<file path="config.mk">
export PLATFORM = sky130hd
export DESIGN_NAME = interval_min_max_mean_stats_core
export DESIGN_NICKNAME = d
export VERILOG_FILES = /design/src/rtl/imms_pkg.sv /design/src/rtl/imms_div.sv /design/src/rtl/interval_min_max_mean_stats_core.sv
export SDC_FILE = /design/constraint.sdc
export NUM_CORES = 2
export LEC_CHECK = 0
export BUFFER_PORTS_ARGS = -buffer_cell sky130_fd_sc_hd__buf_2
export CELL_PAD_IN_SITES_DETAIL_PLACEMENT = 0
export CELL_PAD_IN_SITES_GLOBAL_PLACEMENT = 1
export CORE_MARGIN = 1.5
export CORE_UTILIZATION = 55
export CTS_CLUSTER_DIAMETER = 30
export DETAILED_ROUTE_END_ITERATION = 10
export GPL_ROUTABILITY_DRIVEN = 0
export GPL_TIMING_DRIVEN = 0
export PLACE_DENSITY = 0.88
export REMOVE_ABC_BUFFERS = 1
export SYNTH_ARGS = -nofsm -noshare
export SYNTH_HDL_FRONTEND = slang
export SYNTH_SLANG_ARGS = --single-unit
</file>
<file path="constraint.sdc">
create_clock -name clk -period 41.7 [get_ports clk]
set_clock_uncertainty 0.2 [all_clocks]
set_input_delay 8.34 -clock clk [delete_from_list [all_inputs] [get_ports clk]]
set_output_delay 8.34 -clock clk [all_outputs]
set_load 0.03 [all_outputs]
</file>
<file path="src/rtl/imms_pkg.sv">
`timescale 1ns / 1ps
// ---------------------------------------------------------------------------
// imms_pkg
// Shared types and constants for the interval min/max/mean statistics core.
// ---------------------------------------------------------------------------
package imms_pkg;

    // Control sequencer states.
    typedef enum logic [2:0] {
        S_IDLE,
        S_SREAD,
        S_SWRITE,
        S_RREAD,
        S_RCALC,
        S_RDIV,
        S_ROUT
    } state_t;

    // Register indexes on the configuration port (byte address / 4).
    localparam logic [1:0] REG_ENERGY_SCALE    = 2'd0;
    localparam logic [1:0] REG_ACTIVE_CHANNEL  = 2'd1;
    localparam logic [1:0] REG_REACTIVE_CHANNEL = 2'd2;
    localparam logic [1:0] REG_CHANNELS_IN_USE = 2'd3;

    // Reset values of the registers.
    localparam logic [15:0] ENERGY_SCALE_RST = 16'd256;
    localparam logic [3:0]  ACTIVE_CH_RST    = 4'd3;
    localparam logic [3:0]  REACTIVE_CH_RST  = 4'd4;
    localparam logic [4:0]  CH_IN_USE_RST    = 5'd16;

    // Minimum seed: 65535.0 in Q23.8, needs 25 signed bits.
    localparam int MIN_SEED_VAL = 16776960;
    localparam int MIN_SEED_W   = 25;

    // Fixed field widths.
    localparam int CH_FIELD_W = 4;
    localparam int ENERGY_W   = 64;

endpackage

</file>
<file path="src/rtl/imms_div.sv">
`timescale 1ns / 1ps
// ---------------------------------------------------------------------------
// imms_div
// Unsigned restoring divider, one quotient bit per cycle.
// ---------------------------------------------------------------------------
module imms_div #(
    parameter int DW = 48,
    parameter int VW = 16
) (
    input  logic          clk,
    input  logic          rst_n,
    input  logic          start,
    input  logic [DW-1:0] dividend,
    input  logic [VW-1:0] divisor,
    output logic          done,
    output logic [DW-1:0] quotient
);

    localparam int CW = $clog2(DW + 1);

    logic [DW-1:0] dvd_reg, dvd_next;
    logic [VW:0]   rem_reg, rem_next;
    logic [VW-1:0] dsr_reg;
    logic [CW-1:0] cnt_reg, cnt_next;
    logic          busy_reg, busy_next;
    logic          done_reg, done_next;
    logic [VW:0]   trial;

    // One restoring step: shift in the next dividend bit and try to subtract.
    always_comb
    begin
        trial     = {rem_reg[VW-1:0], dvd_reg[DW-1]};
        dvd_next  = dvd_reg;
        rem_next  = rem_reg;
        cnt_next  = cnt_reg;
        busy_next = busy_reg;
        done_next = 1'b0;
        if (start)
        begin
            dvd_next  = dividend;
            rem_next  = '0;
            cnt_next  = CW'(DW);
            busy_next = 1'b1;
        end
        else if (busy_reg)
        begin
            if (trial >= {1'b0, dsr_reg})
            begin
                rem_next = trial - {1'b0, dsr_reg};
                dvd_next = {dvd_reg[DW-2:0], 1'b1};
            end
            else
            begin
                rem_next = trial;
                dvd_next = {dvd_reg[DW-2:0], 1'b0};
            end
            cnt_next = cnt_reg - 1'b1;
            if (cnt_reg == CW'(1))
            begin
                busy_next = 1'b0;
                done_next = 1'b1;
            end
        end
    end

    // Control state.
    always_ff @(posedge clk or negedge rst_n)
    begin
        if (!rst_n)
        begin
            busy_reg <= 1'b0;
            done_reg <= 1'b0;
            cnt_reg  <= '0;
        end
        else
        begin
            busy_reg <= busy_next;
            done_reg <= done_next;
            cnt_reg  <= cnt_next;
        end
    end

    // Datapath.
    always_ff @(posedge clk)
    begin
        dvd_reg <= dvd_next;
        rem_reg <= rem_next;
        if (start)
        begin
            dsr_reg <= divisor;
        end
    end

    assign done     = done_reg;
    assign quotient = dvd_reg;

endmodule

</file>
<file path="src/rtl/interval_min_max_mean_stats_core.sv">
`timescale 1ns / 1ps
// ---------------------------------------------------------------------------
// interval_min_max_mean_stats_core
// Per-channel sum, minimum, maximum and count with energy totals; a report
// item emits mean, minimum, maximum and count per channel and clears.
// ---------------------------------------------------------------------------
//  Channel   Dir  Carries
//  s_axis    in   tuser: kind; tdata: channel[3:0], value
//  m_axis    out  tuser: empty_res; tlast: last; tdata: out_channel, mean,
//                 minimum, maximum, sample_count, active and reactive energy
//  APB       in   energy_scale, active/reactive power channel, channels_in_use
//
//  A sample passes through accept, a read of the channel memory and write
//  back; the input stays closed until the sequencer is idle again. A report
//  forms each nonempty channel's mean with the bit-serial divider.
//  Reset and each report clear the channel memory at once through per-entry
//  valid bits. The result register frees the sequencer: a stalled output only
//  holds the report at its next result.
// ---------------------------------------------------------------------------
module interval_min_max_mean_stats_core #(
    parameter int NUM_CHANNELS = 16,
    parameter int VALUE_WIDTH  = 32,
    parameter int COUNT_WIDTH  = 16
) (
    input  logic clk,
    input  logic rst_n,
    // Input stream
    input  logic s_axis_tvalid,
    output logic s_axis_tready,
    // tdata: channel [3:0], value [4 +: VALUE_WIDTH], zero pad
    input  logic [((imms_pkg::CH_FIELD_W + VALUE_WIDTH + 7) / 8) * 8 - 1:0] s_axis_tdata,
    // tuser: kind
    input  logic s_axis_tuser,
    // Output stream
    output logic m_axis_tvalid,
    input  logic m_axis_tready,
    // tdata: out_channel, mean, minimum, maximum, sample_count,
    //        active_energy, reactive_energy, zero pad
    output logic [((imms_pkg::CH_FIELD_W + 3 * VALUE_WIDTH + COUNT_WIDTH
                   + 2 * imms_pkg::ENERGY_W + 7) / 8) * 8 - 1:0] m_axis_tdata,
    // tuser: empty_res
    output logic m_axis_tuser,
    output logic m_axis_tlast,
    // Configuration port
    input  logic        psel,
    input  logic        penable,
    input  logic        pwrite,
    input  logic [3:0]  paddr,
    input  logic [31:0] pwdata,
    output logic [31:0] prdata,
    output logic        pready
);

    localparam int V      = VALUE_WIDTH;
    localparam int C      = COUNT_WIDTH;
    localparam int CHW    = imms_pkg::CH_FIELD_W;
    localparam int EW     = imms_pkg::ENERGY_W;
    localparam int SUM_W  = V + C;
    localparam int MIN_W  = (V > imms_pkg::MIN_SEED_W) ? V : imms_pkg::MIN_SEED_W;
    localparam int ENT_W  = SUM_W + MIN_W + V + C;
    localparam int AW     = (NUM_CHANNELS > 1) ? $clog2(NUM_CHANNELS) : 1;
    localparam int PROD_W = V + 17;
    localparam int OUT_F  = CHW + 3 * V + C + 2 * EW;
    localparam int OUT_W  = ((OUT_F + 7) / 8) * 8;
    localparam logic signed [MIN_W-1:0] MIN_SEED = MIN_W'(imms_pkg::MIN_SEED_VAL);
    localparam logic signed [EW:0] E_MAX = {2'b00, {(EW-1){1'b1}}};
    localparam logic signed [EW:0] E_MIN = {2'b11, {(EW-1){1'b0}}};

    // -----------------------------------------------------------------
    // Configuration registers
    // -----------------------------------------------------------------
    logic [15:0] energy_scale_reg;
    logic [3:0]  active_ch_reg;
    logic [3:0]  reactive_ch_reg;
    logic [4:0]  ch_in_use_reg;
    logic        cfg_wr;

    assign pready = 1'b1;
    assign cfg_wr = psel & penable & pwrite & pready;

    always_ff @(posedge clk or negedge rst_n)
    begin
        if (!rst_n)
        begin
            energy_scale_reg <= imms_pkg::ENERGY_SCALE_RST;
            active_ch_reg    <= imms_pkg::ACTIVE_CH_RST;
            reactive_ch_reg  <= imms_pkg::REACTIVE_CH_RST;
            ch_in_use_reg    <= imms_pkg::CH_IN_USE_RST;
        end
        else if (cfg_wr)
        begin
            case (paddr[3:2])
                imms_pkg::REG_ENERGY_SCALE:     energy_scale_reg <= pwdata[15:0];
                imms_pkg::REG_ACTIVE_CHANNEL:   active_ch_reg    <= pwdata[3:0];
                imms_pkg::REG_REACTIVE_CHANNEL: reactive_ch_reg  <= pwdata[3:0];
                imms_pkg::REG_CHANNELS_IN_USE:  ch_in_use_reg    <= pwdata[4:0];
                default: ;
            endcase
        end
    end

    // Register read-back.
    always_comb
    begin
        case (paddr[3:2])
            imms_pkg::REG_ENERGY_SCALE:     prdata = {16'd0, energy_scale_reg};
            imms_pkg::REG_ACTIVE_CHANNEL:   prdata = {28'd0, active_ch_reg};
            imms_pkg::REG_REACTIVE_CHANNEL: prdata = {28'd0, reactive_ch_reg};
            imms_pkg::REG_CHANNELS_IN_USE:  prdata = {27'd0, ch_in_use_reg};
            default:                        prdata = '0;
        endcase
    end

    // -----------------------------------------------------------------
    // Channel memory with per-entry valid bits
    // -----------------------------------------------------------------
    logic [ENT_W-1:0]        mem [NUM_CHANNELS];
    logic [ENT_W-1:0]        mem_q_reg;
    logic [AW-1:0]           addr_reg, addr_next;
    logic [NUM_CHANNELS-1:0] valid_reg;
    logic                    mem_we;
    logic [ENT_W-1:0]        mem_wdata;

    always_ff @(posedge clk)
    begin
        if (mem_we)
        begin
            mem[addr_reg] <= mem_wdata;
        end
        mem_q_reg <= mem[addr_reg];
    end

    // Entry fields; an entry that is not valid reads as its seeds.
    logic signed [SUM_W-1:0] e_sum;
    logic signed [MIN_W-1:0] e_min;
    logic signed [V-1:0]     e_max;
    logic [C-1:0]            e_cnt;
    logic [SUM_W-1:0]        e_abs;

    always_comb
    begin
        if (valid_reg[addr_reg])
        begin
            {e_sum, e_min, e_max, e_cnt} = mem_q_reg;
        end
        else
        begin
            e_sum = '0;
            e_min = MIN_SEED;
            e_max = '0;
            e_cnt = '0;
        end
    end

    // Magnitude of the sum, handed to the divider as it starts.
    assign e_abs = e_sum[SUM_W-1] ? SUM_W'(-e_sum) : SUM_W'(e_sum);

    // -----------------------------------------------------------------
    // Sequencer and datapath registers
    // -----------------------------------------------------------------
    imms_pkg::state_t state_reg, state_next;

    logic [CHW-1:0]           ch_reg;
    logic signed [V-1:0]      value_reg;
    logic signed [PROD_W-1:0] prod_reg;
    logic signed [EW-1:0]     act_e_reg, act_e_next;
    logic signed [EW-1:0]     react_e_reg, react_e_next;
    logic [AW-1:0]            last_ch_reg;
    logic                     neg_reg;
    logic [C-1:0]             cur_cnt_reg;
    logic signed [V-1:0]      cur_min_reg, cur_max_reg;
    logic                     div_start;
    logic                     div_done;
    logic [SUM_W-1:0]         div_q;
    logic [SUM_W-1:0]         q_reg;
    logic                     q_load;
    logic                     load_cur;
    logic                     clear_all;
    logic                     sample_commit;
    logic                     out_load;
    logic                     in_range;
    logic                     accept;
    logic [5:0]               n_ch;

    // Output register
    logic                 out_valid_reg;
    logic [CHW-1:0]       o_ch_reg;
    logic [V-1:0]         o_mean_reg, o_min_reg, o_max_reg;
    logic [C-1:0]         o_cnt_reg;
    logic                 o_empty_reg, o_last_reg;
    logic [EW-1:0]        o_act_reg, o_react_reg;

    assign accept   = s_axis_tvalid & s_axis_tready;
    assign in_range = 32'(ch_reg) < NUM_CHANNELS;

    // Clamped count of channels to report.
    always_comb
    begin
        if (ch_in_use_reg == 5'd0)
        begin
            n_ch = 6'd1;
        end
        else if (32'(ch_in_use_reg) > NUM_CHANNELS)
        begin
            n_ch = 6'(NUM_CHANNELS);
        end
        else
        begin
            n_ch = {1'b0, ch_in_use_reg};
        end
    end

    // Updated entry and energy totals for a sample.
    logic signed [SUM_W-1:0] new_sum;
    logic signed [MIN_W-1:0] v_ext;
    logic signed [EW:0]      prod_ext;
    logic signed [EW:0]      act_sum, react_sum;

    assign new_sum  = e_sum + SUM_W'(value_reg);
    assign v_ext    = MIN_W'(value_reg);
    assign prod_ext = (EW + 1)'(prod_reg);
    assign act_sum  = (EW + 1)'(act_e_reg) + prod_ext;
    assign react_sum = (EW + 1)'(react_e_reg) + prod_ext;

    always_comb
    begin
        mem_wdata = {new_sum,
                     (v_ext < e_min) ? v_ext : e_min,
                     (value_reg > e_max) ? value_reg : e_max,
                     e_cnt + 1'b1};
    end

    // Next state and control.
    always_comb
    begin
        state_next    = state_reg;
        addr_next     = addr_reg;
        s_axis_tready = 1'b0;
        sample_commit = 1'b0;
        mem_we        = 1'b0;
        load_cur      = 1'b0;
        div_start     = 1'b0;
        q_load        = 1'b0;
        out_load      = 1'b0;
        clear_all     = 1'b0;
        case (state_reg)
            imms_pkg::S_IDLE:
            begin
                s_axis_tready = 1'b1;
                if (accept)
                begin
                    if (s_axis_tuser)
                    begin
                        addr_next  = '0;
                        state_next = imms_pkg::S_RREAD;
                    end
                    else
                    begin
                        addr_next  = AW'(s_axis_tdata[CHW-1:0]);
                        state_next = imms_pkg::S_SREAD;
                    end
                end
            end
            imms_pkg::S_SREAD:
            begin
                state_next = imms_pkg::S_SWRITE;
            end
            imms_pkg::S_SWRITE:
            begin
                if (in_range && e_cnt != {C{1'b1}})
                begin
                    sample_commit = 1'b1;
                    mem_we        = 1'b1;
                end
                state_next = imms_pkg::S_IDLE;
            end
            imms_pkg::S_RREAD:
            begin
                state_next = imms_pkg::S_RCALC;
            end
            imms_pkg::S_RCALC:
            begin
                load_cur = 1'b1;
                if (e_cnt == '0)
                begin
                    state_next = imms_pkg::S_ROUT;
                end
                else
                begin
                    div_start  = 1'b1;
                    state_next = imms_pkg::S_RDIV;
                end
            end
            imms_pkg::S_RDIV:
            begin
                if (div_done)
                begin
                    q_load     = 1'b1;
                    state_next = imms_pkg::S_ROUT;
                end
            end
            imms_pkg::S_ROUT:
            begin
                if (!out_valid_reg || m_axis_tready)
                begin
                    out_load = 1'b1;
                    if (addr_reg == last_ch_reg)
                    begin
                        clear_all  = 1'b1;
                        state_next = imms_pkg::S_IDLE;
                    end
                    else
                    begin
                        addr_next  = addr_reg + 1'b1;
                        state_next = imms_pkg::S_RREAD;
                    end
                end
            end
            default:
            begin
                state_next = imms_pkg::S_IDLE;
            end
        endcase
    end

    // Saturating energy accumulation.
    always_comb
    begin
        act_e_next   = act_e_reg;
        react_e_next = react_e_reg;
        if (clear_all)
        begin
            act_e_next   = '0;
            react_e_next = '0;
        end
        else if (sample_commit)
        begin
            if (ch_reg == active_ch_reg)
            begin
                act_e_next = (act_sum > E_MAX) ? EW'(E_MAX) :
                             (act_sum < E_MIN) ? EW'(E_MIN) : EW'(act_sum);
            end
            if (ch_reg == reactive_ch_reg)
            begin
                react_e_next = (react_sum > E_MAX) ? EW'(E_MAX) :
                               (react_sum < E_MIN) ? EW'(E_MIN) : EW'(react_sum);
            end
        end
    end

    // Control registers.
    always_ff @(posedge clk or negedge rst_n)
    begin
        if (!rst_n)
        begin
            state_reg     <= imms_pkg::S_IDLE;
            addr_reg      <= '0;
            valid_reg     <= '0;
            act_e_reg     <= '0;
            react_e_reg   <= '0;
            out_valid_reg <= 1'b0;
        end
        else
        begin
            state_reg   <= state_next;
            addr_reg    <= addr_next;
            act_e_reg   <= act_e_next;
            react_e_reg <= react_e_next;
            if (clear_all)
            begin
                valid_reg <= '0;
            end
            else if (sample_commit)
            begin
                valid_reg[addr_reg] <= 1'b1;
            end
            if (out_load)
            begin
                out_valid_reg <= 1'b1;
            end
            else if (m_axis_tready)
            begin
                out_valid_reg <= 1'b0;
            end
        end
    end

    // Payload registers.
    always_ff @(posedge clk)
    begin
        if (accept)
        begin
            ch_reg      <= s_axis_tdata[CHW-1:0];
            value_reg   <= s_axis_tdata[CHW +: V];
            last_ch_reg <= AW'(n_ch - 6'd1);
        end
        if (state_reg == imms_pkg::S_SREAD)
        begin
            prod_reg <= value_reg * $signed({1'b0, energy_scale_reg});
        end
        if (load_cur)
        begin
            neg_reg     <= e_sum[SUM_W-1];
            cur_cnt_reg <= e_cnt;
            cur_min_reg <= V'(e_min);
            cur_max_reg <= e_max;
            q_reg       <= '0;
        end
        else if (q_load)
        begin
            q_reg <= neg_reg ? SUM_W'(-div_q) : div_q;
        end
        if (out_load)
        begin
            o_ch_reg    <= CHW'(addr_reg);
            o_mean_reg  <= V'(q_reg);
            o_min_reg   <= cur_min_reg;
            o_max_reg   <= cur_max_reg;
            o_cnt_reg   <= cur_cnt_reg;
            o_empty_reg <= (cur_cnt_reg == '0);
            o_act_reg   <= act_e_reg;
            o_react_reg <= react_e_reg;
            o_last_reg  <= (addr_reg == last_ch_reg);
        end
    end

    // Mean divider, loaded straight from the entry just read.
    imms_div #(
        .DW(SUM_W),
        .VW(C)
    ) u_div (
        .clk      (clk),
        .rst_n    (rst_n),
        .start    (div_start),
        .dividend (e_abs),
        .divisor  (e_cnt),
        .done     (div_done),
        .quotient (div_q)
    );

    // Output stream.
    assign m_axis_tvalid = out_valid_reg;
    assign m_axis_tuser  = o_empty_reg;
    assign m_axis_tlast  = o_last_reg;
    assign m_axis_tdata  = OUT_W'({o_react_reg, o_act_reg, o_cnt_reg, o_max_reg,
                                   o_min_reg, o_mean_reg, o_ch_reg});

endmodule

</file>
# After elaboration in Yosys (flattened, before gate mapping)
# Memory sizes are Yosys's and may differ from the RTL's. A register that Yosys moved wholly into a read port is not among the register bits.
# Cells that the tools add are included.
# classes
n_bitwise	4
n_reduce_logical	22
mul	1
order_cmp	10
addsub	10
eq_ne	18
muxes	68
# op_table
op	n
$mux 64	10
$mux 48	4
$mux 32	5
$add 64x49->65	2
$gt 65x64->1 const B	2
$lt 65x64->1 const B	2
$pmux 32 s4	1
$mux 16	4
$mul 32x17->49	1
$add 48x32->48	1
$neg 48->48	1
$gt 32x32->1	1
$logic_not 16->1	2
$lt 32x32->1	1
$neg 32->32	1
$mux 1	26
$mux 4	6
$pmux 3 s6	1
$ge 17x16->1	1
$add 16x1->16 const B	1
$ne 16x16->1 const B	1
$or 16x16->16	1
$sub 16x16->16	1
$eq 4x4->1	3
other kinds (31)	54
# totals
in_bits	84
wordCells	168
n_memories	1
register_bits	717
ram_bits	2048
# mem_list
memory	words	word_bits	read_ports	rd_ports_with_merged_regs	write_ports	line	rtl
mem	16	128	1	1	1	interval_min_max_mean_stats_core.sv:117	logic [ENT_W-1:0] mem [NUM_CHANNELS];

# Logic depth before layout (Yosys ltp)
# logic_depth
word_depth	8
depth_mapped	27
depth_no_buf	25

# Cells and area by module
# A second synthesis with hierarchy kept.
# unflattened
cells_unflattened	9087
area_unflattened_um2	139906.7
# by_module_without_submodules
module	n_inst	area_per_inst_um2	cells_per_inst	seq_area_each_um2
interval_min_max_mean_stats_core	1	135263.5	8694	81729.6
imms_div	1	4643.2	393	2442.3

# Least setup slack after synthesis
# No wires, ideal clock.
# synth_path
kind	input -> output
start	in paddr[3]
end	out prdata[0]
slack_ns	23.813
cell_stages	2
n_path_buf	1
arrival_ns	9.347
cell_sequence	clkbuf_1 mux4_2
# synth_via
elab_chain_len	2
word_cells_on_any_way	5
classes_between	eq/ne (3); mux (1); reduce/logical (1)
# synth_rtl
item	line	rtl
from (decl)	interval_min_max_mean_stats_core.sv:48	input logic [3:0] paddr,
$eq 2x2->1 (tied with other cells)	interval_min_max_mean_stats_core.sv:105	case (paddr[3:2])
$pmux 32 s4 *	interval_min_max_mean_stats_core.sv:105	
to (decl)	interval_min_max_mean_stats_core.sv:50	output logic [31:0] prdata,
# Mark *: on every way between the ends. The rest lies on a longest branch, timed or not. The select of a mux whose other input is x is not followed.

# Worst setup path after layout
# layout_path
start	in paddr[3]
end	out prdata[6]
# Same word-level chain as after synthesis.

==> results.sh <==
export IMPL_nNetsFinal=10300
export IMPL_async_reset_ff_share_pct=6.53
export IMPL_ys_ff_latch=2893
export IMPL_yosysWarnings=0
export IMPL_required_ns=33.16
export IMPL_fin_ws_ns=23.27
export IMPL_synth_cell_area_um2=137000
export IMPL_worst_path_max_delay_cell="nor2_1"
export IMPL_crit_path_end_kind="output pin"
export IMPL_hold_buffers=0
export IMPL_layout_commonest_cell="edfxtp_1"
export IMPL_syn_inst=8733
export IMPL_max_freq_mhz=54.3
export IMPL_firstDrtPassIters=8
export IMPL_ctsRootBufferMaster="clkbuf_16"
export IMPL_grt_overflow_total=0
export IMPL_hold_class="reg -> reg"
export IMPL_clock_sinks=2893
export IMPL_die_y_um=503
export IMPL_via_count=83800
export IMPL_cts_inserted_buffers=457
export IMPL_outcome="finished, violations left"
export IMPL_core_um2=248000
export IMPL_final_hold_viol_count=0
export IMPL_die_w_um=503
export IMPL_post_cts_setup_buffers=0
export IMPL_slew_headroom_pct=-10.9
export IMPL_ys_flop_type="edfxtp_1"
export IMPL_finalPower_mw=12.1
export IMPL_synth_seq_area_share_pct=61.3
export IMPL_ios=369
export IMPL_cts_tree="done"
export IMPL_cts_resized=0
export IMPL_drive_gt1_share_pct=22.4
export IMPL_n_fill_cell=15800
export IMPL_ant_nets=0
export IMPL_synth_edf_count=2528
export IMPL_leakage_nw=59.8
export IMPL_fp_row_count=183
export IMPL_crit_arrival_ns=9.89
export IMPL_final_cell_mix="edfxtp_1 (2528), inv_1 (762), mux4_2 (648)"
export IMPL_period_share_pct=44.2
export IMPL_grt_total_usage_pct=30.6
export IMPL_drt_iter0_drc=10700
export IMPL_r2r_cells=18
export IMPL_cp_start_kind="primary input"
export IMPL_first_global_vias=86500
export IMPL_die_area_um2=253000
export IMPL_vdd_drop_max_mv=0.178
export IMPL_start_util_pct=55.3
export IMPL_grt_pass1_wl_um=567000
export IMPL_hold_depth=0
export IMPL_rsz0062_at_grt="no"
export IMPL_synth_avg_cell_area_um2=15.7
export IMPL_yosys_cell_types_count=78
export IMPL_worst_pin_slew_ns=1.66
export IMPL_port_buffers=325
export IMPL_clk_pin_slew_ns=0.05
export IMPL_antenna_found_initial=22
export IMPL_clk_latency_ns=1.09
export IMPL_timing_critical_path_cells="buf_2 > nor2_1 > and2_1 > buf_2"
export IMPL_htree_levels=5
export IMPL_clockBufferDepth=4
export IMPL_wirelength_um=387000
export IMPL_wl_per_cell_um=29.5
export IMPL_syn_to_final_growth_pct=17.9
export IMPL_path_common_cell="buf_2"
export IMPL_p_per_area_nw_per_um2=74.6
export IMPL_post_place_ws_ns=23.28
export IMPL_drc_errors=0
export IMPL_finalSetupTns_ns=0
export IMPL_largest_reg_flops=2048
export IMPL_finalWorstPathRequiredPeriod_ns=18.43
export IMPL_grt_max_degree=109
export IMPL_slew_viol_final=177
export IMPL_critical_path_class="in -> out"
export IMPL_violations="capacitance limit, slew limit"
export IMPL_hpwlAfterDp_um=231000
export IMPL_critPathMaxStageDelay_ns=0.85
export IMPL_maxCapViolCount=8
export IMPL_viasPerCell=6.38
export IMPL_crit_fanout=12
export IMPL_finalSetupViolCount=0
[where the power goes]
part	internal (mW)	switching, mW	total, mW
sequential	3.38	0.0484	3.43
clock	2.44	1.46	3.91
combinational	2.08	2.67	4.74
[cells by family after synthesis]
kind of cell	count (synthesis)	synth area share, %
other	2	0.00547
AO/OA/AOI/OAI	1137	5.53
multiplexers	768	11.6
flip-flops	2893	61.3
XOR/XNOR	313	2.00
buffers and inverters	1178	3.33
adder cells (fa/ha/maj)	875	10.7
AND/OR/NAND/NOR	1567	5.58
[stage by stage]
step	cells	util (%)	instance area (um^2)	hold WS [ns]
3_5_place_dp	12300	58.7	146000	0.205
4_1_cts	13100	65.1	162000	0.191
2_1_floorplan	8338	-	136000	0.200
3_3_place_gp	12000	56.9	141000	0.207
6_report	13100	65.2	162000	0.194
5_1_grt	13100	65.2	162000	0.220
[layout make-up]
cell class | instances | area [um^2] | area share, %
clock inverter | 324 | 3950 | 2.44
clock buffer | 519 | 11900 | 7.35
timing repair buffer | 590 | 5990 | 3.70
multi-input combinational | 4681 | 48800 | 30.2
antenna | 19 | 47.5 | 0.0294
inverter | 764 | 2870 | 1.77
sequential | 2893 | 84200 | 52.0
tap | 3330 | 4170 | 2.57
[critical path, delay by kind of cell]
family / cells / cell delay [ns]
buffers and inverters: 2 / 0.43
and+or+nand+nor: 2 / 1.09
[synth_stat cells, types with 48 or more instances]
| cell | number | area, um^2 |
|---|---|---|
| o21ai_0 | 234 | 1170 |
| nor2_1 | 219 | 822 |
| fa_1 | 493 | 9870 |
| nor3_1 | 67 | 335 |
| nand2b_1 | 51 | 319 |
| a21oi_1 | 304 | 1520 |
| o21a_1 | 53 | 398 |
| a221o_1 | 123 | 1230 |
| ha_1 | 382 | 4780 |
| a21o_1 | 119 | 893 |
| nand4_1 | 64 | 400 |
| clkbuf_1 | 323 | 1210 |
| nand3_1 | 73 | 365 |
| xor2_1 | 143 | 1250 |
| xnor2_1 | 170 | 1490 |
| dfxtp_1 | 176 | 3520 |
| edfxtp_1 | 2528 | 75900 |
| mux2_2 | 98 | 1100 |
| o21bai_1 | 48 | 360 |
| and2_1 | 320 | 2000 |
| mux4_2 | 649 | 14600 |
| buf_1 | 49 | 184 |
| inv_1 | 762 | 2860 |
| dfrtp_1 | 184 | 4600 |
| nand2_1 | 595 | 2230 |
[path summary, 6_finish.rpt]
check | start | end | slack, ns
worst max-delay path | paddr[3] | prdata[6] | 23.27
worst min-delay path | q_reg[24]$_SDFFE_PN0P_ | o_mean_reg[24]$_DFFE_PP_ | 0.19
worst max register to register | addr_reg[0]$_DFFE_PN0P_ | mem[10][126]$_DFFE_PP_ | 32.25
worst min register to register | q_reg[24]$_SDFFE_PN0P_ | o_mean_reg[24]$_DFFE_PP_ | 0.19
max in group asynchronous | rst_n | addr_reg[1]$_DFFE_PN0P_ | 32.95
min in group asynchronous | rst_n | energy_scale_reg[6]$_DFFE_PN0P_ | 7.10
[metal layers]
| metal | GRT usage, % | share of wire [%] | vias up |
|---|---|---|---|
| met2 | 50.1 | 49 | 5982 |
| met3 | 6.52 | 10 | 1488 |
| li1 | - | - | 34200 |
| met1 | 37.7 | 34 | 42100 |
| met4 | 18.0 | 6.5 | 8 |
| met5 | 0 | 0.011 | - |
(Power assumes the default switching activity.)
